==> src/rtl/scu_pkg.sv <==
// scu_pkg: shared constants, filter codes and the beat descriptor for the
// scanline unfilter core. No dependencies.

package scu_pkg;

	localparam int MAX_ROW_BYTES_DEF   = 4096;
	localparam int MAX_PIXEL_BYTES_DEF = 8;

	localparam logic [12:0] ROW_BYTES_RST = 13'd96;
	localparam logic [3:0]  BPP_RST       = 4'd3;

	localparam logic REG_ROW_BYTES = 1'b0;
	localparam logic REG_BPP       = 1'b1;

	localparam logic [2:0] FLT_NONE  = 3'd0;
	localparam logic [2:0] FLT_SUB   = 3'd1;
	localparam logic [2:0] FLT_UP    = 3'd2;
	localparam logic [2:0] FLT_AVG   = 3'd3;
	localparam logic [2:0] FLT_PAETH = 3'd4;

	typedef struct packed {
		logic       is_data;
		logic       first_row;
		logic       has_left;
		logic       last;
		logic [2:0] filt;
		logic [7:0] x;
	} scu_item_t;

	function automatic logic [2:0] filt_decode(input logic [7:0] code);
		if (code > {5'd0, FLT_PAETH}) begin
			filt_decode = FLT_NONE;
		end else begin
			filt_decode = code[2:0];
		end
	endfunction

endpackage

==> src/rtl/scu_recon.sv <==
// scu_recon: stage-1 register, neighbor history and predictor, and the
// output register. Depends on scu_pkg.

module scu_recon #(
	parameter int MAX_PIXEL_BYTES = scu_pkg::MAX_PIXEL_BYTES_DEF
) (
	input  logic               clk,
	input  logic               arst_n,
	input  logic               accept,
	input  scu_pkg::scu_item_t item_in,
	input  logic [7:0]         up_byte_s1,
	input  logic [3:0]         bpp_eff,
	output logic               in_ready,
	output logic               wr_en,
	output logic [7:0]         wr_data,
	output logic               out_valid,
	input  logic               out_ready,
	output logic [7:0]         out_byte,
	output logic               out_last
);

	localparam int HW = (MAX_PIXEL_BYTES > 1) ? $clog2(MAX_PIXEL_BYTES) : 1;

	scu_pkg::scu_item_t item_s1;
	logic               valid_s1;
	logic [7:0]         left_q [MAX_PIXEL_BYTES];
	logic [7:0]         upl_q  [MAX_PIXEL_BYTES];
	logic               out_v_q;
	logic [7:0]         out_byte_q;
	logic               out_last_q;

	logic          adv;
	logic [3:0]    sel_w;
	logic [HW-1:0] sel;
	logic [7:0]    a, b, c, pred, r;
	logic [8:0]    avg_sum;
	logic [9:0]    pa, pb, pc, sab, scc;

	assign adv      = valid_s1 & (~item_s1.is_data | ~out_v_q | out_ready);
	assign in_ready = ~valid_s1 | adv;

	always_comb begin
		sel_w = bpp_eff - 4'd1;
		sel   = sel_w[HW-1:0];
		a     = item_s1.has_left ? left_q[sel] : 8'd0;
		b     = item_s1.first_row ? 8'd0 : up_byte_s1;
		c     = (item_s1.has_left && !item_s1.first_row) ? upl_q[sel] : 8'd0;

		avg_sum = {1'b0, a} + {1'b0, b};
		pa      = (b > c) ? 10'(b - c) : 10'(c - b);
		pb      = (a > c) ? 10'(a - c) : 10'(c - a);
		sab     = 10'(a) + 10'(b);
		scc     = {1'b0, c, 1'b0};
		pc      = (sab > scc) ? (sab - scc) : (scc - sab);

		case (item_s1.filt)
			scu_pkg::FLT_SUB:   pred = a;
			scu_pkg::FLT_UP:    pred = b;
			scu_pkg::FLT_AVG:   pred = avg_sum[8:1];
			scu_pkg::FLT_PAETH: begin
				if (pa <= pb && pa <= pc) begin
					pred = a;
				end else if (pb <= pc) begin
					pred = b;
				end else begin
					pred = c;
				end
			end
			default: pred = 8'd0;
		endcase
		r = item_s1.x + pred;
	end

	assign wr_en   = adv & item_s1.is_data;
	assign wr_data = r;

	always_ff @(posedge clk or negedge arst_n) begin
		if (!arst_n) begin
			valid_s1 <= 1'b0;
		end else if (accept) begin
			valid_s1 <= 1'b1;
		end else if (adv) begin
			valid_s1 <= 1'b0;
		end
	end

	always_ff @(posedge clk) begin
		if (accept) begin
			item_s1 <= item_in;
		end
	end

	// filter beat clears both histories
	always_ff @(posedge clk or negedge arst_n) begin
		if (!arst_n) begin
			for (int i = 0; i < MAX_PIXEL_BYTES; i++) begin
				left_q[i] <= 8'd0;
				upl_q[i]  <= 8'd0;
			end
		end else if (adv) begin
			if (!item_s1.is_data) begin
				for (int i = 0; i < MAX_PIXEL_BYTES; i++) begin
					left_q[i] <= 8'd0;
					upl_q[i]  <= 8'd0;
				end
			end else begin
				left_q[0] <= r;
				upl_q[0]  <= b;
				for (int i = 1; i < MAX_PIXEL_BYTES; i++) begin
					left_q[i] <= left_q[i-1];
					upl_q[i]  <= upl_q[i-1];
				end
			end
		end
	end

	always_ff @(posedge clk or negedge arst_n) begin
		if (!arst_n) begin
			out_v_q <= 1'b0;
		end else if (adv && item_s1.is_data) begin
			out_v_q <= 1'b1;
		end else if (out_ready) begin
			out_v_q <= 1'b0;
		end
	end

	always_ff @(posedge clk) begin
		if (adv && item_s1.is_data) begin
			out_byte_q <= r;
			out_last_q <= item_s1.last;
		end
	end

	assign out_valid = out_v_q;
	assign out_byte  = out_byte_q;
	assign out_last  = out_last_q;

endmodule

==> config.mk <==
export PLATFORM = sky130hd
export DESIGN_NAME = scu_recon
export DESIGN_NICKNAME = d
export VERILOG_FILES = /design/src/rtl/scu_pkg.sv /design/src/rtl/scu_recon.sv
export SDC_FILE = /design/constraint.sdc
export NUM_CORES = 1
export LEC_CHECK = 0
export ABC_AREA = 1
export BUFFER_PORTS_ARGS = -buffer_cell sky130_fd_sc_hd__buf_4
export CORE_ASPECT_RATIO = 1.1
export CORE_MARGIN = 3
export CORE_UTILIZATION = 25
export DETAILED_ROUTE_END_ITERATION = 10
export PLACE_DENSITY = 0.49
export SYNTH_ARGS = -nofsm -noshare
export SYNTH_HDL_FRONTEND = slang
export SYNTH_SLANG_ARGS = --single-unit
==> constraint.sdc <==
create_clock -name clk -period 34.1 [get_ports clk]
set_clock_uncertainty 0.2 [all_clocks]
set_input_delay 3.41 -clock clk [delete_from_list [all_inputs] [get_ports clk]]
set_output_delay 3.41 -clock clk [all_outputs]
set_load 0.02 [all_outputs]
==> impl_metrics.ini, run 1 <==
[run_status]
status = finished clean

[clock_network]
clock_sinks = 154
holdBufCountCts = 0
cts.clk_slew.worst_paths_ns = 0.07
clk_latency_ns = 0.43
cts_made_buffers = 17
cts_root_buf = clkbuf_16
cts-htree-levels = 4
clk_path_buf_depth = 2
cts_tree = built
post_cts_buffers = 0
cts_resized = 0

[grt]
use_met3_pct = 1.87
antenna_found_initial = 0
grt_pass1_vias = 8470
grt_pass1_wl_mm = 47.0
gr-max-usage-layer = met2
use_met2_pct = 22.2
grt_usage_pct = 13.6
grt_overflow_total = 0
grt_max_degree = 92
gr-usage-met1_pct = 19.0

[min_path]
hp-class = reg -> reg

[route]
wl_per_cell_um = 16.2
wirelength_mm = 29.0
avgViaCountPerCell = 4.78
ant_nets = 0
num_vias = 8571
drc = 0
dr.pass1.iters = 5
drt-initial-drc-count = 565

[pwr]
combPwrFrac_pct = 48.4
p_int_mw = 0.452
switching_share_pct = 43.0
p_clk_share_pct = 25.2
finalPower_mw = 0.793
power_density_mw_per_mm2 = 67.5
switchingPower_mw = 0.341
seqPwrFrac_pct = 26.4
leakagePower_nw = 5.59
vdd.ir_drop.worst_mv = 0.0437

[critical_path]
critical_path_arrival_ns = 13.93
setup.worst_path.end_class = primary output
cp_max_fo = 65
criticalPathCategory = in -> out
slowest_delay_ns = 0.58
crit_path_start_kind = primary input
critPathSlowestCell = inv_2
worstPathRequired_ns = 30.49
cpMostUsedCell = nand2_1

[synthesis]
synth_seq_cells = 154
synthArstFlopShare_pct = 84.4
syn_inst = 1244
yosysSeqAreaShare_pct = 39.0
synth-warning-count = 0
ys.flop_type = dfrtp_1
synth_cell_types = 53
syn_nets = 1370
synth_enable_flop_cells = 24
netlist_area_mm2 = 0.0102
synth_area_per_cell_um2 = 8.20

[finish]
fin_cells = 1794
final_area_mm2 = 0.0117
num_antenna_cells = 0
nets = 1400
area_growth_pct = 15.2
drive_gt1_share_pct = 11.0

[timing]
slew_headroom_pct = 31.4
worst_pin_slew_ns = 1.02
post-route-min-period_ns = 17.54
finalSetupTns_ns = 0
hold_viol_final = 0
finalCritPeriodShare_pct = 51.4
finalSetupViolCount = 0
clock.fmax_ghz = 0.0570
maxSlewViolCount = 0
fin_hold_ws_ns = 0.230
rsz0062_at_grt = no

[placement]
placed_cells = 1762
detailed_place.area_mm2 = 0.0111
io_buffers = 49
hpwl_mm = 20.7
gp_congestion = 0.876

[job]
drv_cap = 0

[floorplan]
dieHeight_um = 218
start_util_pct = 25.7
die_w_um = 199
core-area_mm2 = 0.0397
row_count = 76
die_area_mm2 = 0.0433
ios = 51
[logic make-up (layout without fill, tap and decap cells)]
logic type      count (synthesis)  count (layout)  synth area share (%)
compound gates                383             383                  22.4
xor+xnor                       30              30                  2.65
fa+ha+maj                      95              95                  12.0
buf+inv                       287             330                  10.8
flops                         154             154                  39.0
mux                             6               6                 0.601
simple gates                  289             289                  12.5
[sequential cells by signal, indices dropped and copies added (netlist names)]
signal / flops
valid_s1: 1
out_byte: 8
out_valid: 1
upl_q: 64
left_q: 64
item_s1: 15
out_last: 1
[critical path, delay by kind of cell]
kind / cells / cell delay [ns]
compound gates: 17 / 2.89
xor+xnor: 2 / 0.48
fa+ha+maj: 5 / 1.77
buf+inv: 10 / 2.38
simple gates: 21 / 2.92
[layer usage]
layer	wire length, um	share of wire [%]
met3	995	3.4
met4	588	2.0
met2	13300	46
met1	14200	49
met5	0	0
[path summary, 6_finish.rpt]
path	from	to	slack, ns	cells after the start
max in group asynchronous	arst_n	upl_q[29]	29.63	2
worst min-delay path	item_s1[11]	out_last	0.23	0
worst max register to register	left_q[18]	out_byte[7]	24.83	50
worst max-delay path	bpp_eff[0]	wr_data[7]	16.56	55
worst min register to register	item_s1[11]	out_last	0.23	0
min in group asynchronous	arst_n	left_q[45]	2.79	1
[cell type report]
class,instances,area (um2)
Clock buffer,18,450
Fill cell,4290,28000
Inverter,234,880
Clock inverter,14,174
Multi-Input combinational cell,803,5150
Sequential cell,154,3970
Timing Repair Buffer,64,484
Tap cell,507,634
[placed cells by master (no fill, tap or decap), drive strengths merged, types with 2 or more instances in the layout]
cell and count:
a211oi 7, a21boi 2, a21o 2, a21oi 103, a221oi 5, a22oi 6, a31oi 2, buf 64
bufinv 2, clkbuf 18, clkinv 7, dfrtp 130, edfxtp 24, fa 5, ha 90, inv 239
mux2i 5, nand2 182, nand3 57, nand4 9, nor2 30, nor3 6, o211ai 28, o21ai 106
o21bai 8, o22ai 107, o31ai 2, or2 4, xnor2 5, xor2 25
[power groups by stage]
stage | logic [mW] | registers (mW) | clock network (mW)
detailed placement | 0.384 | 0.213 | 0
floorplan | 0.282 | 0.214 | 0
global placement | 0.381 | 0.213 | 0
finish | 0.384 | 0.209 | 0.200
global route | 0.436 | 0.211 | 0.213
CTS | 0.386 | 0.210 | 0.205
[Yosys cell counts (3+ instances only)]
cell type  count  area (um2)
ha_1          90        1130
o22ai_1      107         669
a211oi_1       7        52.6
o21ai_0       99         495
o21ai_2        4        35.0
buf_4          3        22.5
dfrtp_1      130        3250
nand2_4        3        33.8
mux2i_1        5        50.1
nand2_2        8        50.1
nand4_1        8        50.1
nor3_1         6        30.0
a22oi_1        6        45.0
inv_1        227         852
o21ai_1        3        15.0
o211ai_1      22         165
clkinv_1       3        11.3
nor2_2         3        18.8
fa_1           5         100
xnor2_1        5        43.8
nand2_1      171         642
nand3_1       54         270
or2_2          4        25.0
nand3_2        3        30.0
o211ai_2       6        75.1
buf_1          4        15.0
nor2_1        26        97.6
clkbuf_1      43         161
xor2_1        24         210
a21oi_1      102         510
edfxtp_1      24         721
inv_2          3        11.3
a221oi_1       5        43.8
o21bai_1       7        52.6
[metrics by stage]
stage | util (%) | setup WS (ns)
floorplan | - | 18.60
global placement | 28.0 | 16.48
detailed placement | 28.0 | 16.47
CTS | 29.5 | 16.43
global route | 29.5 | 15.38
finish | 29.5 | 16.56
Power figures use the tool's default switching activity.
==> run 2: changes to the inputs <==
--- a/config.mk
+++ b/config.mk
@@ -5,7 +5,7 @@
 export SDC_FILE = /design/constraint.sdc
 export NUM_CORES = 1
 export LEC_CHECK = 0
-export ABC_AREA = 1
+export ABC_AREA = 0
 export BUFFER_PORTS_ARGS = -buffer_cell sky130_fd_sc_hd__buf_4
 export CORE_ASPECT_RATIO = 1.1
 export CORE_MARGIN = 3
==> constraint.sdc (replaced) <==
create_clock -name clk -period 16.4 [get_ports clk]
set_clock_uncertainty 0.2 [all_clocks]
set_input_delay 1.64 -clock clk [delete_from_list [all_inputs] [get_ports clk]]
set_output_delay 1.64 -clock clk [all_outputs]
set_load 0.02 [all_outputs]
==> run 2 against run 1 <==
Global-route usage down 0.69 points. First-iteration DRC count down 19%. Non-clock buffer count down 2. Largest power group unchanged. Core utilization down 0.38 points. Cell area up 5.3%. Largest cell class unchanged. Synthesized area up 5.5%. Cell count up 0.67%.
==> impl_metrics.ini, run 2 <==
[timing]
worst_pin_slew_ns = 1.03
post-route-min-period_ns = 14.06
maxSlewViolCount = 0
finalSetupViolCount = 0
clock.fmax_ghz = 0.0711
finalSetupTns_ns = 0
rsz0062_at_grt = no
hold_viol_final = 0
layout_setup_ws_ns = 2.34
slew_headroom_pct = 31.5
finalCritPeriodShare_pct = 85.7

[critical_path]
cpMostUsedCell = a21oi_1
critical_path_arrival_ns = 12.22
worstPathRequired_ns = 14.56
setup.worst_path.end_class = primary output
rr_startpoint = left_q[24]
worst-path-stages = 45
crit_family = compound AO/OA/AOI/OAI gates
crit_path_start_kind = primary input
startpoint = bpp_eff[0]
worstRegToRegCells = 44
criticalPathCategory = in -> out
cp_max_fo = 34
worst-path-buf-inv = 4
critPathSlowestCell = mux4_2
slowest_delay_ns = 0.58

[clock_network]
clk_latency_ns = 0.43
cts-htree-levels = 4
cts_root_buf = clkbuf_16
cts_made_buffers = 17
cts_tree = built
cts_resized = 0
cts.clk_slew.worst_paths_ns = 0.06
clk_path_buf_depth = 2
holdBufCountCts = 0
clock_sinks = 154
post_cts_buffers = 0

[route]
ant_nets = 0
avgViaCountPerCell = 4.70
dr.pass1.iters = 4
num_vias = 8481
wl_per_cell_um = 16.2
drc = 0
drt-initial-drc-count = 460
wirelength_mm = 29.3

[grt]
grt_pass1_wl_mm = 46.6
grt_usage_pct = 12.9
antenna_found_initial = 0
grt_overflow_total = 0
grt_pass1_vias = 8370
grt_max_degree = 254

[finish]
drive_gt1_share_pct = 11.9
reg_top3 = left_q (64), upl_q (64), item_s1 (15)
layout_commonest_cell = nand2_1
num_antenna_cells = 0
nets = 1352
layout_common_cells = nand2_1, o21ai_0, dfrtp_1
area_growth_pct = 15.0

[synthesis]
yosysSeqAreaShare_pct = 37.0
ys.flop_type = dfrtp_1
synth.area.top_cells = dfrtp_1, ha_1, nand2_1
synth_seq_cells = 154
synth-warning-count = 0
synth_area_per_cell_um2 = 8.88
yosys.area.top_type_share_pct = 30.3
synth_top_area_cell = dfrtp_1
synth_cell_types = 68
synth_common_cells = nand2_1, o21ai_0, dfrtp_1
syn_nets = 1337
syn_inst = 1211
synthArstFlopShare_pct = 84.4
netlist_area_mm2 = 0.0108
synth.most_common_cell = nand2_1
synth_enable_flop_cells = 24

[placement]
gp_congestion = 0.886
io_buffers = 49
hpwl_mm = 21.2
pre_cts_ws_ns = 2.28

[min_path]
hp-class = reg -> reg
holdPathStages = 0
min-delay-start = item_s1[11]

[pwr]
power_density_mw_per_mm2 = 114
vdd.ir_drop.worst_mv = 0.0902
leakagePower_nw = 5.32

[floorplan]
ios = 51
start_util_pct = 25.4
core-area_mm2 = 0.0424
die_area_mm2 = 0.0455
dieHeight_um = 224
die_w_um = 204
row_count = 79

[run_status]
status = finished clean

[job]
drv_cap = 0
[run 2: cell count changes in the layout (fill, tap and decap cells not counted), sizes merged, moves of 24 or more]
cell / previous run / this run
o211ai: 28 / 4
o21ai: 106 / 136
nand3: 57 / 20
a21oi: 103 / 54
nand2: 182 / 297
o22ai: 107 / 2
inv: 239 / 72
mux4: 0 / 28
[run 2: report_power, final]
group / internal [mW] / switching [mW]
registers: 0.416 / 0.0210
logic: 0.217 / 0.322
clock network: 0.275 / 0.163
total: 0.907 / 0.506
[run 2: final timing paths]
path	endpoint	slack, ns
max	wr_data[7]	2.34
min	out_last	0.22
max reg2reg	left_q[63]	5.79
min reg2reg	out_last	0.22
max in group asynchronous	upl_q[31]	13.71
min in group asynchronous	valid_s1	1.03
[run 2: cell type report]
class	count	area, um2
Clock buffer	18	439
Clock inverter	14	218
Fill cell	4483	30000
Inverter	69	259
Multi-Input combinational cell	922	6290
Sequential cell	154	3970
Tap cell	567	709
Timing Repair Buffer	62	482
[run 2: per-layer routing]
metal / part of all wire, % / GRT usage, % / vias up
li1: - / - / 4246
met1: 49 / 18.3 / 4064
met2: 46 / 20.8 / 136
met3: 3.2 / 1.77 / 35
met4: 1.8 / 3.40 / 0
met5: 0 / 0 / -
[run 2: kinds of logic (layout without fill, tap and decap cells)]
logic type	after synthesis	after routing	share of synthesized area, %
AOI/OAI and AO/OA	306	306	17.7
muxes	64	64	9.32
buffers and inverters	135	163	4.82
DFF	154	154	37.0
and+or+nand+nor	425	425	17.2
xor gates and xnor gates	32	32	2.61
adders and majority gates	95	95	11.4
[run 2: metrics by stage]
step	instance area, um2	power, mW	hold WS, ns	std cells	util, %
3_5_place_dp	11700	0.981	0.205	1774	27.6
3_3_place_gp	11700	0.976	0.207	1774	27.6
5_1_grt	12400	1.50	0.252	1806	29.2
2_1_floorplan	10800	0.824	0.200	1211	-
4_1_cts	12400	1.43	0.225	1806	29.2
6_report	12400	1.41	0.220	1806	29.2
[run 2: worst reg2reg max path, delay by kind of cell, from the launching register on]
family | cells | cell delay (ns)
buf+inv | 1 | 0.18
flops | 1 | 0.40
simple gates | 9 | 1.66
xor+xnor | 2 | 0.27
compound gates | 26 | 5.98
mux | 2 | 0.79
fa+ha+maj | 4 | 1.09
