**src/rtl/scu_pkg.sv**
```systemverilog
// scu_pkg: shared constants, filter codes and the beat descriptor for the
// scanline unfilter core. No dependencies.

package scu_pkg;

	localparam int MAX_ROW_BYTES_DEF   = 4096;
	localparam int MAX_PIXEL_BYTES_DEF = 8;

	localparam logic [12:0] ROW_BYTES_RST = 13'd96;
	localparam logic [3:0]  BPP_RST       = 4'd3;

	localparam logic REG_ROW_BYTES = 1'b0;
	localparam logic REG_BPP       = 1'b1;

	localparam logic [2:0] FLT_NONE  = 3'd0;
	localparam logic [2:0] FLT_SUB   = 3'd1;
	localparam logic [2:0] FLT_UP    = 3'd2;
	localparam logic [2:0] FLT_AVG   = 3'd3;
	localparam logic [2:0] FLT_PAETH = 3'd4;

	typedef struct packed {
		logic       is_data;
		logic       first_row;
		logic       has_left;
		logic       last;
		logic [2:0] filt;
		logic [7:0] x;
	} scu_item_t;

	function automatic logic [2:0] filt_decode(input logic [7:0] code);
		if (code > {5'd0, FLT_PAETH}) begin
			filt_decode = FLT_NONE;
		end else begin
			filt_decode = code[2:0];
		end
	endfunction

endpackage

```
**src/rtl/scu_ctrl.sv**
```systemverilog
// scu_ctrl: row sequencer; tracks byte position, row filter and first-row
// state at input acceptance. Depends on scu_pkg.

module scu_ctrl #(
	parameter int MAX_ROW_BYTES   = scu_pkg::MAX_ROW_BYTES_DEF,
	parameter int MAX_PIXEL_BYTES = scu_pkg::MAX_PIXEL_BYTES_DEF,
	parameter int AW              = $clog2(MAX_ROW_BYTES)
) (
	input  logic              clk,
	input  logic              arst_n,
	input  logic              accept,
	input  logic [7:0]        x,
	input  logic              soi,
	input  logic [12:0]       row_bytes,
	input  logic [3:0]        bytes_per_pixel,
	output scu_pkg::scu_item_t item,
	output logic [AW-1:0]     rd_addr,
	output logic [3:0]        bpp_eff
);

	localparam int PW = $clog2(MAX_ROW_BYTES + 2);
	localparam int CW = ((PW > 13) ? PW : 13) + 1;

	logic [PW-1:0] pos_q;
	logic          first_q;
	logic [2:0]    filt_q;

	logic [CW-1:0] len_eff;
	logic [PW-1:0] pos_eff;
	logic          first_eff;
	logic [PW-1:0] idx_w;
	logic [AW-1:0] idx;
	logic          is_data;
	logic          last;
	logic          has_left;

	always_comb begin
		if (row_bytes == 13'd0) begin
			len_eff = CW'(1);
		end else if (CW'(row_bytes) > CW'(MAX_ROW_BYTES)) begin
			len_eff = CW'(MAX_ROW_BYTES);
		end else begin
			len_eff = CW'(row_bytes);
		end
		if (bytes_per_pixel == 4'd0) begin
			bpp_eff = 4'd1;
		end else if (bytes_per_pixel > 4'(MAX_PIXEL_BYTES)) begin
			bpp_eff = 4'(MAX_PIXEL_BYTES);
		end else begin
			bpp_eff = bytes_per_pixel;
		end
	end

	always_comb begin
		pos_eff   = soi ? '0 : pos_q;
		first_eff = soi | first_q;
		is_data   = (pos_eff != '0);
		idx_w     = pos_eff - PW'(1);
		if (idx_w >= PW'(MAX_ROW_BYTES)) begin
			idx_w = PW'(MAX_ROW_BYTES - 1);
		end
		idx      = idx_w[AW-1:0];
		has_left = CW'(idx) >= CW'(bpp_eff);
		last     = (CW'(idx) + CW'(1)) >= len_eff;
	end

	always_comb begin
		item.is_data   = is_data;
		item.first_row = first_eff;
		item.has_left  = has_left;
		item.last      = last;
		item.filt      = filt_q;
		item.x         = x;
		rd_addr        = idx;
	end

	always_ff @(posedge clk or negedge arst_n) begin
		if (!arst_n) begin
			pos_q   <= '0;
			first_q <= 1'b1;
			filt_q  <= scu_pkg::FLT_NONE;
		end else if (accept) begin
			if (!is_data) begin
				filt_q  <= scu_pkg::filt_decode(x);
				pos_q   <= PW'(1);
				first_q <= first_eff;
			end else if (last) begin
				pos_q   <= '0;
				first_q <= 1'b0;
			end else begin
				pos_q   <= PW'(idx) + PW'(2);
				first_q <= first_eff;
			end
		end
	end

endmodule

```
**config.mk**
```make
export PLATFORM = sky130hd
export DESIGN_NAME = scu_ctrl
export DESIGN_NICKNAME = d
export VERILOG_FILES = /design/src/rtl/scu_pkg.sv /design/src/rtl/scu_ctrl.sv
export SDC_FILE = /design/constraint.sdc
export NUM_CORES = 1
export LEC_CHECK = 0
export BUFFER_PORTS_ARGS = -buffer_cell sky130_fd_sc_hd__clkbuf_2
export CAP_MARGIN = 15
export CORE_MARGIN = 4
export CORE_UTILIZATION = 49
export CTS_BUF_LIST = sky130_fd_sc_hd__clkbuf_8 sky130_fd_sc_hd__clkbuf_16
export DETAILED_ROUTE_END_ITERATION = 8
export PLACE_DENSITY = 0.78
export SYNTH_ARGS = -nofsm -noshare
export SYNTH_HDL_FRONTEND = slang
export SYNTH_SLANG_ARGS = --single-unit
```
**constraint.sdc**
```tcl
create_clock -name clk -period 4.55 [get_ports clk]
set_input_delay 0.455 -clock clk [delete_from_list [all_inputs] [get_ports clk]]
set_output_delay 0.455 -clock clk [all_outputs]
set_load 0.02 [all_outputs]
```
==> results.md, run 1 <==
* Share of cells above drive strength 1 at 32.7%
* Vias per inst at 6.24
* Final core occ at 64.7%
* First-pass GRT wire length at 11.8 mm
* WP depth at 14
* Fin nets at 427
* Clk buf depth at 2
* Switching pwr at 1080 uW
* Final WL at 7.41 mm
* Final Skew at 0.00665 ns
* Fin crit period at 4.43 ns
* FF-to-FF path depth at 15
* Static leakage at 0.00134 uW
* Layout area overhead at 25.0%
* Die Wd at 76.5 microns
* Sw Share at 52.1%
* Worst path bufs/invs at 3
* Rows at 24
* Startpoint Class: flip-flop
* Post-DRT Antenna Nets at 0
* Period utilization at 97.4%
* Post-synth top flop: dfrtp_1
* Mapped Nets at 366
* Unique cell type count in the Yosys netlist at 52
* Clk_lat worst skew at 0.25 ns
* Synth Area in Adders at 9.79%
* Crit-path cells: buf_4 -> or4_4 -> or3_4 -> and3_4 -> or4_4 -> o31ai_4 -> xor2_1 -> ha_1 -> a21oi_2 -> o22ai_2 -> or3_4 -> a21oi_4 -> inv_1 -> buf_4
* Remaining DRCs at 0
* Fillers at 408
* Post-Syn Area at 2300 sq um
* Synth Area in Simple Gates at 31.7%
* PortBufs at 59
* Worst-path clk slew at 0.07 ns
* Setup violations, final at 0
* Status: finished, final reports clean
* Fmax achieved at 226 MHz
* Largest net degree at the start of global routing at 20
* Vias in the first global route at 2,473
* Least-Margin Pin Slew at 0.555 ns
* Reg power frac at 10.6%
* Sequential area share after synthesis at 18.5%
* Total power draw at 2070 uW
* Synth top area share at 17.4%
* Worst Path Arrival at 3.98 ns
* DR WL/cell at 17.2 microns
* Power density cells at 721 nW/um^2
* Area contributors post-synth: dfrtp_1 (17%), ha_1 (9.8%), nand2_1 (6.7%)
* Xor and xnor area share after synthesis at 4.57%
* Clock power frac at 5.5%
* Flops & latches, synth at 17
* Total CTS buffers at 3
* Max IR drop VDD at 0.000473 V
* Ports at 60
* Avg Inst Size Synth at 7.21 sq um
* Number of hold-repair buffers added at the cts stage at 0
* Crit path kind: flip-flop to output port
* Mux contribution to synthesized area at 2.34%
* Number of flops mapped to enable cells by yosys at 0
* Most frequent cell after synthesis: nand2_1
* Die Height at 76.5 microns
* Congestion Overflow GR at 0
* Setup TNS at 0 ns
* RD Place Congestion at 1.02
* R2r endpoint: pos_q[5]
* DRT iter0 DRCs at 201
* Critical R2R Launch: pos_q[0]
* FF+latch area at 429 sq um
* Pint at 993 uW
* Largest family of logic cells by synthesized area: simple AND/OR/NAND/NOR gates
* Async set or reset register ratio after synthesis at 100%
* Via count at 2,691
* DIE AREA at 5860 sq um
* Crit path capture type: output port
* Worst rel slew slack at 62.7%
* Core area at 4440 sq um
* R2r setup slk at 0.34 ns
* Htree depth at 1
* Yosys top cell by area: dfrtp_1
* Synth cell count leaders: nand2_1 (41), inv_1 (20), ha_1 (18), nor2_1 (18)
* Post-DP HPWL at 5.75 mm
* Initial Utilization at 51.8%
* Compound-gate portion of the synthesized area at 22.5%
* Crit path max fanout at 6
* TritonCTS clock tree: done
* Clock Sinks at 17
* Req. time, crit path at 4.09 ns
* Worst Hold Class: input pin to asynchronous set/reset pin
* Cells after synthesis at 319
* Gr usage total at 24.1%
* Clock root cell: clkbuf_8
* Synth warn at 0
* # diodes at 0
* Final Hold Viols at 0
* Largest stage delay, worst path at 0.54 ns
* Initial antenna violation count at 0
* Area of the multi-input gates at 1760 sq um
* Pins Over Slew Limit at 0
* Slowest cell on the critical path: or4_4
* DR pass1 iterations at 5
* Combinational power share at 83.8%
* # Max-Cap Violations at 0
* CP delay by family, top: simple AND/OR/NAND/NOR gates
-- registers in the layout, summed over array words and instances (netlist names) --
| name | count |
|---|---|
| pos_q | 13 |
| filt_q | 3 |
| first_q | 1 |
-- cells in the final DEF (no fill, tap or decap), types with 3 or more instances in the layout --
| cell type | count |
|---|---|
| clkbuf_2 | 58 |
| nand2_1 | 40 |
| buf_4 | 24 |
| inv_1 | 20 |
| nor2_1 | 17 |
| ha_1 | 17 |
| o21ai_0 | 15 |
| dfrtp_1 | 14 |
| nand3_1 | 13 |
| a21oi_1 | 13 |
| nor3_1 | 12 |
| nand4_1 | 8 |
| xnor2_1 | 7 |
| a31oi_1 | 6 |
| and3_1 | 6 |
| or2_2 | 5 |
| a21o_1 | 5 |
| nand2b_1 | 5 |
| xor2_1 | 5 |
| or4_4 | 4 |
| nor2b_1 | 4 |
| o22ai_1 | 4 |
| nor4_1 | 4 |
| or4_1 | 4 |
| o31ai_1 | 4 |
| o2bb2ai_1 | 4 |
| or3_4 | 3 |
| o21a_1 | 3 |
| nor4_2 | 3 |
| o211ai_1 | 3 |
| o32ai_1 | 3 |
| clkbuf_8 | 3 |
| buf_6 | 3 |
-- cell families (layout without fill, tap and decap cells) --
| family | Yosys count | in the layout |
|---|---|---|
| AO/OA/AOI/OAI | 78 | 78 |
| multiplexers | 5 | 5 |
| AND/OR/NAND/NOR | 140 | 140 |
| adder cells (fa/ha/maj) | 18 | 18 |
| buffers and inverters | 49 | 109 |
| XOR/XNOR | 12 | 12 |
| flip-flops | 17 | 17 |
-- power by group through the flow --
stage	registers [uW]	clock network (uW)	logic [uW]
3_3_place_gp	215	0	1510
3_5_place_dp	217	0	1520
4_1_cts	214	115	1530
2_1_floorplan	207	0	1100
6_report	221	114	1740
5_1_grt	225	126	1900
-- layout make-up --
class                   instances  area share (%)
clock buffers                   3            1.44
repair buffers                 85            17.5
inverters                      20            2.61
multi-input cells             253            61.1
flip-flops and latches         17            14.9
clock inverters                 1           0.174
well taps                      52            2.26
-- layer usage --
layer	global-route usage, %	vias to the layer above	part of all wire [%]
met3	3.66	21	8.5
met4	4.71	0	2.3
met5	0	-	0
met2	39.1	143	46
li1	-	1280	-
met1	33.7	1247	43
-- through the flow --
step	std cells	worst slack, ns	area [sq um]	hold WS [ns]
after global placement	424	0.246	2670	0.415
after CTS	428	0.00127	2720	0.140
after detailed placement	424	0.141	2670	0.412
after floorplan	319	0.0706	2310	0.159
after global routing	431	-0.00280	2880	0.160
final	431	0.119	2880	0.131
-- how the worst max path moves through the flow --
stage	start	end	slack, ns
after floorplan	pos_q[0]	pos_q[9]	0.07
after global placement	pos_q[8]	pos_q[7]	0.25
after detailed placement	pos_q[8]	pos_q[5]	0.14
after CTS	pos_q[8]	item[11]	0.001
after global routing	pos_q[0]	item[11]	-0.003
final	pos_q[0]	item[11]	0.12
-- timing repair --
item / 4_1_cts / 5_1_grt
resized for setup: 1 / 31
setup endpoints to repair: 1 / 10
buffers inserted: 0 / 3
pin swaps: 0 / 8
Power figures use the tool's default switching activity.
==> run 2, diff against run 1 <==
--- a/config.mk
+++ b/config.mk
@@ -6,12 +6,12 @@
 export NUM_CORES = 1
 export LEC_CHECK = 0
 export BUFFER_PORTS_ARGS = -buffer_cell sky130_fd_sc_hd__clkbuf_2
-export CAP_MARGIN = 15
 export CORE_MARGIN = 4
 export CORE_UTILIZATION = 49
 export CTS_BUF_LIST = sky130_fd_sc_hd__clkbuf_8 sky130_fd_sc_hd__clkbuf_16
 export DETAILED_ROUTE_END_ITERATION = 8
 export PLACE_DENSITY = 0.78
+export REMOVE_ABC_BUFFERS = 1
 export SYNTH_ARGS = -nofsm -noshare
 export SYNTH_HDL_FRONTEND = slang
 export SYNTH_SLANG_ARGS = --single-unit
==> results.md, run 2 (synthesized netlist as in run 1, its figures left out) <==
* Status: finished, final reports clean
* Post-DP HPWL at 5.90 mm
* Remaining DRCs at 0
* R2r setup slk at 0.23 ns
* TritonCTS clock tree: done
* Worst rel slew slack at 31.7%
* Fin crit period at 4.45 ns
* Layout area overhead at 24.8%
* Gr usage total at 25.3%
* Setup TNS at 0 ns
* Static leakage at 0.00137 uW
* Vias per inst at 6.37
* Fmax achieved at 225 MHz
* Largest net degree at the start of global routing at 20
* Clk buf depth at 2
* Clk_lat worst skew at 0.25 ns
* Max reg flops at 13
* Final WL at 7.62 mm
* Crit path from: pos_q[5]
* Rows at 24
* Least-Margin Pin Slew at 1.01 ns
* DR WL/cell at 17.4 microns
* Final hold slack at 0.127 ns
* # Max-Cap Violations at 0
* Post-DRT Antenna Nets at 0
* Initial Utilization at 51.8%
* Crit path capture type: output port
* # diodes at 0
* Ports at 60
* Worst-path clk slew at 0.06 ns
* Pins Over Slew Limit at 0
* DRT iter0 DRCs at 235
* Reg with most FFs: pos_q
* Worst Path Arrival at 3.99 ns
* Placed insts at 427
* Non-Filler Instances at 438
* Die Wd at 76.5 microns
* DR pass1 iterations at 6
* R2r endpoint: pos_q[7]
* Commonest non-fill, non-tap cells in the layout: clkbuf_2 (58), nand2_1 (41), buf_4 (33), inv_1 (21), ha_1 (18)
* Critical R2R Launch: pos_q[5]
* Clock root cell: clkbuf_8
* First-pass GRT wire length at 12.3 mm
* Die Height at 76.5 microns
* Final Hold Viols at 0
* Startpoint Class: flip-flop
* Crit path max fanout at 3
* Crit path kind: flip-flop to output port
* Req. time, crit path at 4.09 ns
* Max IR drop VDD at 0.000318 V
* Setup violations, final at 0
* RD Place Congestion at 1.01
* Period utilization at 97.8%
* Via count at 2,792
* FF-to-FF path depth at 14
* PortBufs at 59
* Fillers at 398
* Congestion Overflow GR at 0
* Final Skew at 0.00273 ns
* Number of hold-repair buffers added at the cts stage at 0
* Largest regs: pos_q x13, filt_q x3, first_q x1
* Clock Sinks at 17
* Htree depth at 1
* Total CTS buffers at 3
* Core area at 4440 sq um
* Commonest non-fill, non-tap cell in the layout: clkbuf_2
* Initial antenna violation count at 0
* Vias in the first global route at 2,495
* Worst Hold Class: input pin to asynchronous set/reset pin
* Unrepaired setup endpoints after global routing: yes
* Power density cells at 710 nW/um^2
* Fin nets at 434
* DIE AREA at 5860 sq um
* Share of cells above drive strength 1 at 31.6%
[run 2: cell types whose count changed in the layout (fill, tap and decap cells not counted), sizes merged]
| cell | delta |
|---|---|
| clkinv | -1 |
| inv | +1 |
| buf | +7 |
[run 2: worst max path at each step]
stage | to | slack (ns) | cells after the start
3_3_place_gp | pos_q[6] | 0.07 | 14
3_5_place_dp | pos_q[6] | 0.03 | 14
2_1_floorplan | pos_q[9] | 0.008 | 18
5_1_grt | item[11] | -0.05 | 13
6_report | item[11] | 0.10 | 13
4_1_cts | item[11] | 0.02 | 16
[run 2: area by class of cell]
cell class / instances / area (sq um) / share of cell area [%]
clock buffer: 3 / 41.3 / 1.44
clock inverter: 1 / 3.75 / 0.131
inverter: 20 / 75.1 / 2.61
multi-input combinational: 253 / 1710 / 59.7
sequential: 17 / 429 / 14.9
tap: 52 / 65.1 / 2.27
timing repair buffer: 92 / 543 / 18.9
[run 2: power by group]
part | switching, uW | total [uW] | internal [uW]
Combinational | 994 | 1710 | 716
Clock | 50.8 | 111 | 60.0
Sequential | 34.6 | 220 | 185
Total | 1080 | 2040 | 961
[run 2: metrics by stage]
step                      util, %  power, uW  setup WS, ns  area, sq um
after floorplan                 -       1230       0.00780         2130
after global routing         64.6       2220       -0.0476         2870
after detailed placement     60.5       1740        0.0267         2690
after CTS                    62.4       1900        0.0248         2770
after global placement       60.5       1730        0.0716         2690
final                        64.6       2040         0.101         2870
[run 2: layer usage]
layer / global-route usage [%] / part of all wire [%] / wire length (microns) / vias up
met5: 0 / 0 / 0 / -
met4: 7.43 / 2.6 / 197 / 0
met3: 2.84 / 9.6 / 730 / 26
met2: 41.8 / 46 / 3530 / 193
met1: 34.6 / 41 / 3160 / 1279
li1: - / - / - / 1294
[run 2: worst max-delay path: stages (launching register included)]
cell,delay (ns)
dfrtp_1,0.38
or4_4,0.57
nor3_4,0.27
mux2_4,0.34
or4_4,0.58
o31ai_4,0.21
xor2_1,0.20
ha_1,0.29
a21oi_2,0.15
o22ai_1,0.10
or3_1,0.33
a21oi_2,0.13
inv_1,0.05
buf_2,0.15
[run 2: what timing repair did]
action	in CTS	in global routing
endpoints found under the setup margin	3	11
buffers inserted	2	5
gates resized for setup	5	15
pin swaps	2	3
endpoints found under the hold margin	0	0
==> run 3, diff against run 2 <==
--- a/config.mk
+++ b/config.mk
@@ -5,6 +5,7 @@
 export SDC_FILE = /design/constraint.sdc
 export NUM_CORES = 1
 export LEC_CHECK = 0
+export ABC_AREA = 1
 export BUFFER_PORTS_ARGS = -buffer_cell sky130_fd_sc_hd__clkbuf_2
 export CORE_MARGIN = 4
 export CORE_UTILIZATION = 49
==> constraint.sdc (replaced) <==
create_clock -name clk -period 4.55 [get_ports clk]
set_input_delay 0.455 -clock clk [delete_from_list [all_inputs] [get_ports clk]]
set_output_delay 0.455 -clock clk [all_outputs]
set_load 0.05 [all_outputs]
==> results.md, run 3 <==
* Rows at 24
* Crit path kind: input pin to output port
* Status: finished, final reports clean
* Yosys top cell by area: nand2_1
* Share of cells above drive strength 1 at 23.2%
* Slowest cell on the critical path: ha_1
* Crit path capture type: output port
* Synth warn at 0
* Crit path max fanout at 19
* Placed insts at 461
* Number of flops mapped to enable cells by yosys at 0
* Area contributors post-synth: nand2_1 (19%), dfrtp_1 (18%), ha_1 (9.9%)
* Fmax achieved at 236 MHz
* Clock Sinks at 17
* Pins Over Slew Limit at 0
* Vias per inst at 5.31
* Non-Filler Instances at 465
* Post-cts resize count at 0
* First-pass GRT wire length at 10.2 mm
* DR WL/cell at 13.3 microns
* Crit-path cells: clkbuf_2 -> inv_4 -> nand2_2 -> ha_1 -> nand3_2 -> nor2_4 -> nand2_2 -> nand2_8 -> nor2_4 -> inv_2 -> ha_1 -> inv_1 -> nor2_2 -> nand2_1 -> xor2_1 -> inv_1 -> ha_1 -> nand2_1 -> nor4_1 -> nand2_1 -> nand2_1 -> nor2_1 -> inv_1 -> buf_2
* Final Skew at 0.00250 ns
* Req. time, crit path at 4.09 ns
* CP delay by family, top: simple AND/OR/NAND/NOR gates
* Post-DRT Antenna Nets at 0
* Largest regs: pos_q x13, filt_q x3, first_q x1
* Final core occ at 58.2%
* R2r setup slk at 0.62 ns
* FF+latch area at 427 sq um
* Final Hold Viols at 0
* Startpoint Class: input pin
* Congestion Overflow GR at 0
* Largest net degree at the start of global routing at 20
* Initial antenna violation count at 0
* Synth top area share at 19.4%
* Worst Hold Class: input pin to asynchronous set/reset pin
* # Max-Cap Violations at 0
* Clk buf depth at 2
* Synth cell count leaders: nand2_1 (117), inv_1 (43), nand3_1 (31), nor2_1 (31), ha_1 (18)
* Total CTS buffers at 3
* Async set or reset register ratio after synthesis at 100%
* Via count at 2,467
* Remaining DRCs at 0
* Fillers at 438
* Post-synth top flop: dfrtp_1
* TritonCTS clock tree: done
* Vias in the first global route at 2,276
* Final WL at 6.18 mm
* RD Place Congestion at 0.996
* Cells after synthesis at 366
* Most frequent cell after synthesis: nand2_1
* Cell repeated most along the worst path: nand2_1
* Clk_lat worst skew at 0.25 ns
* Unrepaired setup endpoints after global routing: no
* Commonest non-fill, non-tap cells in the layout: nand2_1 (116), clkbuf_2 (58), inv_1 (43), nand3_1 (31), nor2_1 (31)
* Worst-path clk slew at 0.07 ns
* Least-Margin Pin Slew at 0.513 ns
* Sequential area share after synthesis at 18.8%
* Ports at 60
* Period utilization at 93.0%
* Max reg flops at 13
* Die Wd at 76.0 microns
* DRT iter0 DRCs at 211
* Post-DP HPWL at 5.21 mm
* Setup TNS at 0 ns
* Avg Inst Size Synth at 6.20 sq um
* Setup Buffers After CTS at 0
* Commonest non-fill, non-tap cell in the layout: nand2_1
* Initial Utilization at 51.4%
* Worst rel slew slack at 65.8%
* Worst Path Arrival at 3.78 ns
* Core area at 4410 sq um
* Largest stage delay, worst path at 0.27 ns
* Area of the multi-input gates at 1540 sq um
* Fin crit period at 4.23 ns
* Clock root cell: clkbuf_8
* DR pass1 iterations at 5
* Number of hold-repair buffers added at the cts stage at 0
* Layout area overhead at 13.2%
* # diodes at 0
* Setup violations, final at 0
* Post-Syn Area at 2270 sq um
* Flops & latches, synth at 17
* Htree depth at 1
* Reg with most FFs: pos_q
* Worst path bufs/invs at 7
* Cell area after layout at 2570 sq um
* Gr usage total at 20.6%
* Fin nets at 461
* DIE AREA at 5780 sq um
* PortBufs at 59
* Unique cell type count in the Yosys netlist at 33
* Die Height at 76.0 microns
* Area post-placement at 2500 sq um
[run 3: cell count changes after synthesis, moves of 6 or more]
cell / before / now
nand3_2: 0 / 6
or4_1: 6 / 0
inv_2: 0 / 6
nor3_1: 13 / 2
nand2_1: 41 / 117
nor2_1: 18 / 31
nor2_2: 0 / 6
a31oi_1: 6 / 0
clkbuf_1: 15 / 2
inv_1: 20 / 43
xnor2_1: 7 / 1
nand3_1: 14 / 31
and3_1: 6 / 0
[run 3: cells by family (layout without fill, tap and decap cells)]
| logic type | Yosys count | count (layout) | share of synthesized area, % |
|---|---|---|---|
| and+or+nand+nor | 215 | 215 | 43.7 |
| adders and majority gates | 19 | 19 | 10.4 |
| buffers and inverters | 66 | 113 | 13.9 |
| AOI/OAI and AO/OA | 41 | 41 | 10.1 |
| DFF | 17 | 17 | 18.8 |
| xor gates and xnor gates | 8 | 8 | 3.09 |
[run 3: metrics by stage]
stage,worst slack (ns),hold slack [ns]
finish,0.317,0.124
global route,0.00338,0.163
CTS,0.177,0.144
detailed placement,0.188,0.414
global placement,0.304,0.407
floorplan,0.0801,0.159
[run 3: final timing paths]
| kind | from | cells past startpoint | end |
|---|---|---|---|
| setup / recovery | soi | 24 | item[11] |
| hold reg to reg | filt_q[2] | 2 | filt_q[2] |
| hold / removal | arst_n | 1 | pos_q[5] |
| max in group asynchronous | arst_n | 1 | first_q |
| setup reg to reg | pos_q[0] | 24 | pos_q[7] |
| min in group clk | x[0] | 3 | filt_q[0] |
[run 3: final cells by class]
type                            count  share of cell area (%)
Clock buffer                        3                    1.61
Clock inverter                      1                   0.146
Inverter                           49                    7.26
Multi-Input combinational cell    283                    60.1
Sequential cell                    17                    16.6
Tap cell                           52                    2.53
Timing Repair Buffer               60                    11.8
[run 3: worst reg2reg max path: cells and delay by family, from the launching register on]
family	cells	cell delay, ns
XOR/XNOR	1	0.13
AND/OR/NAND/NOR	13	1.69
adder cells (fa/ha/maj)	3	0.76
flip-flops	1	0.39
AO/OA/AOI/OAI	3	0.34
buffers and inverters	4	0.53
[run 3: layer usage]
| metal | up-vias | share of wire [%] | GRT usage, % |
|---|---|---|---|
| met3 | 8 | 5.8 | 3.31 |
| met1 | 1105 | 47 | 28.8 |
| met4 | 0 | 0.78 | 2.85 |
| met2 | 82 | 47 | 34.2 |
| li1 | 1272 | - | - |
| met5 | - | 0 | 0 |
Power of run 3 is left out: the tool's default activity adds up to more than one toggle a clock period on the data nets, which glitch-free logic cannot reach.
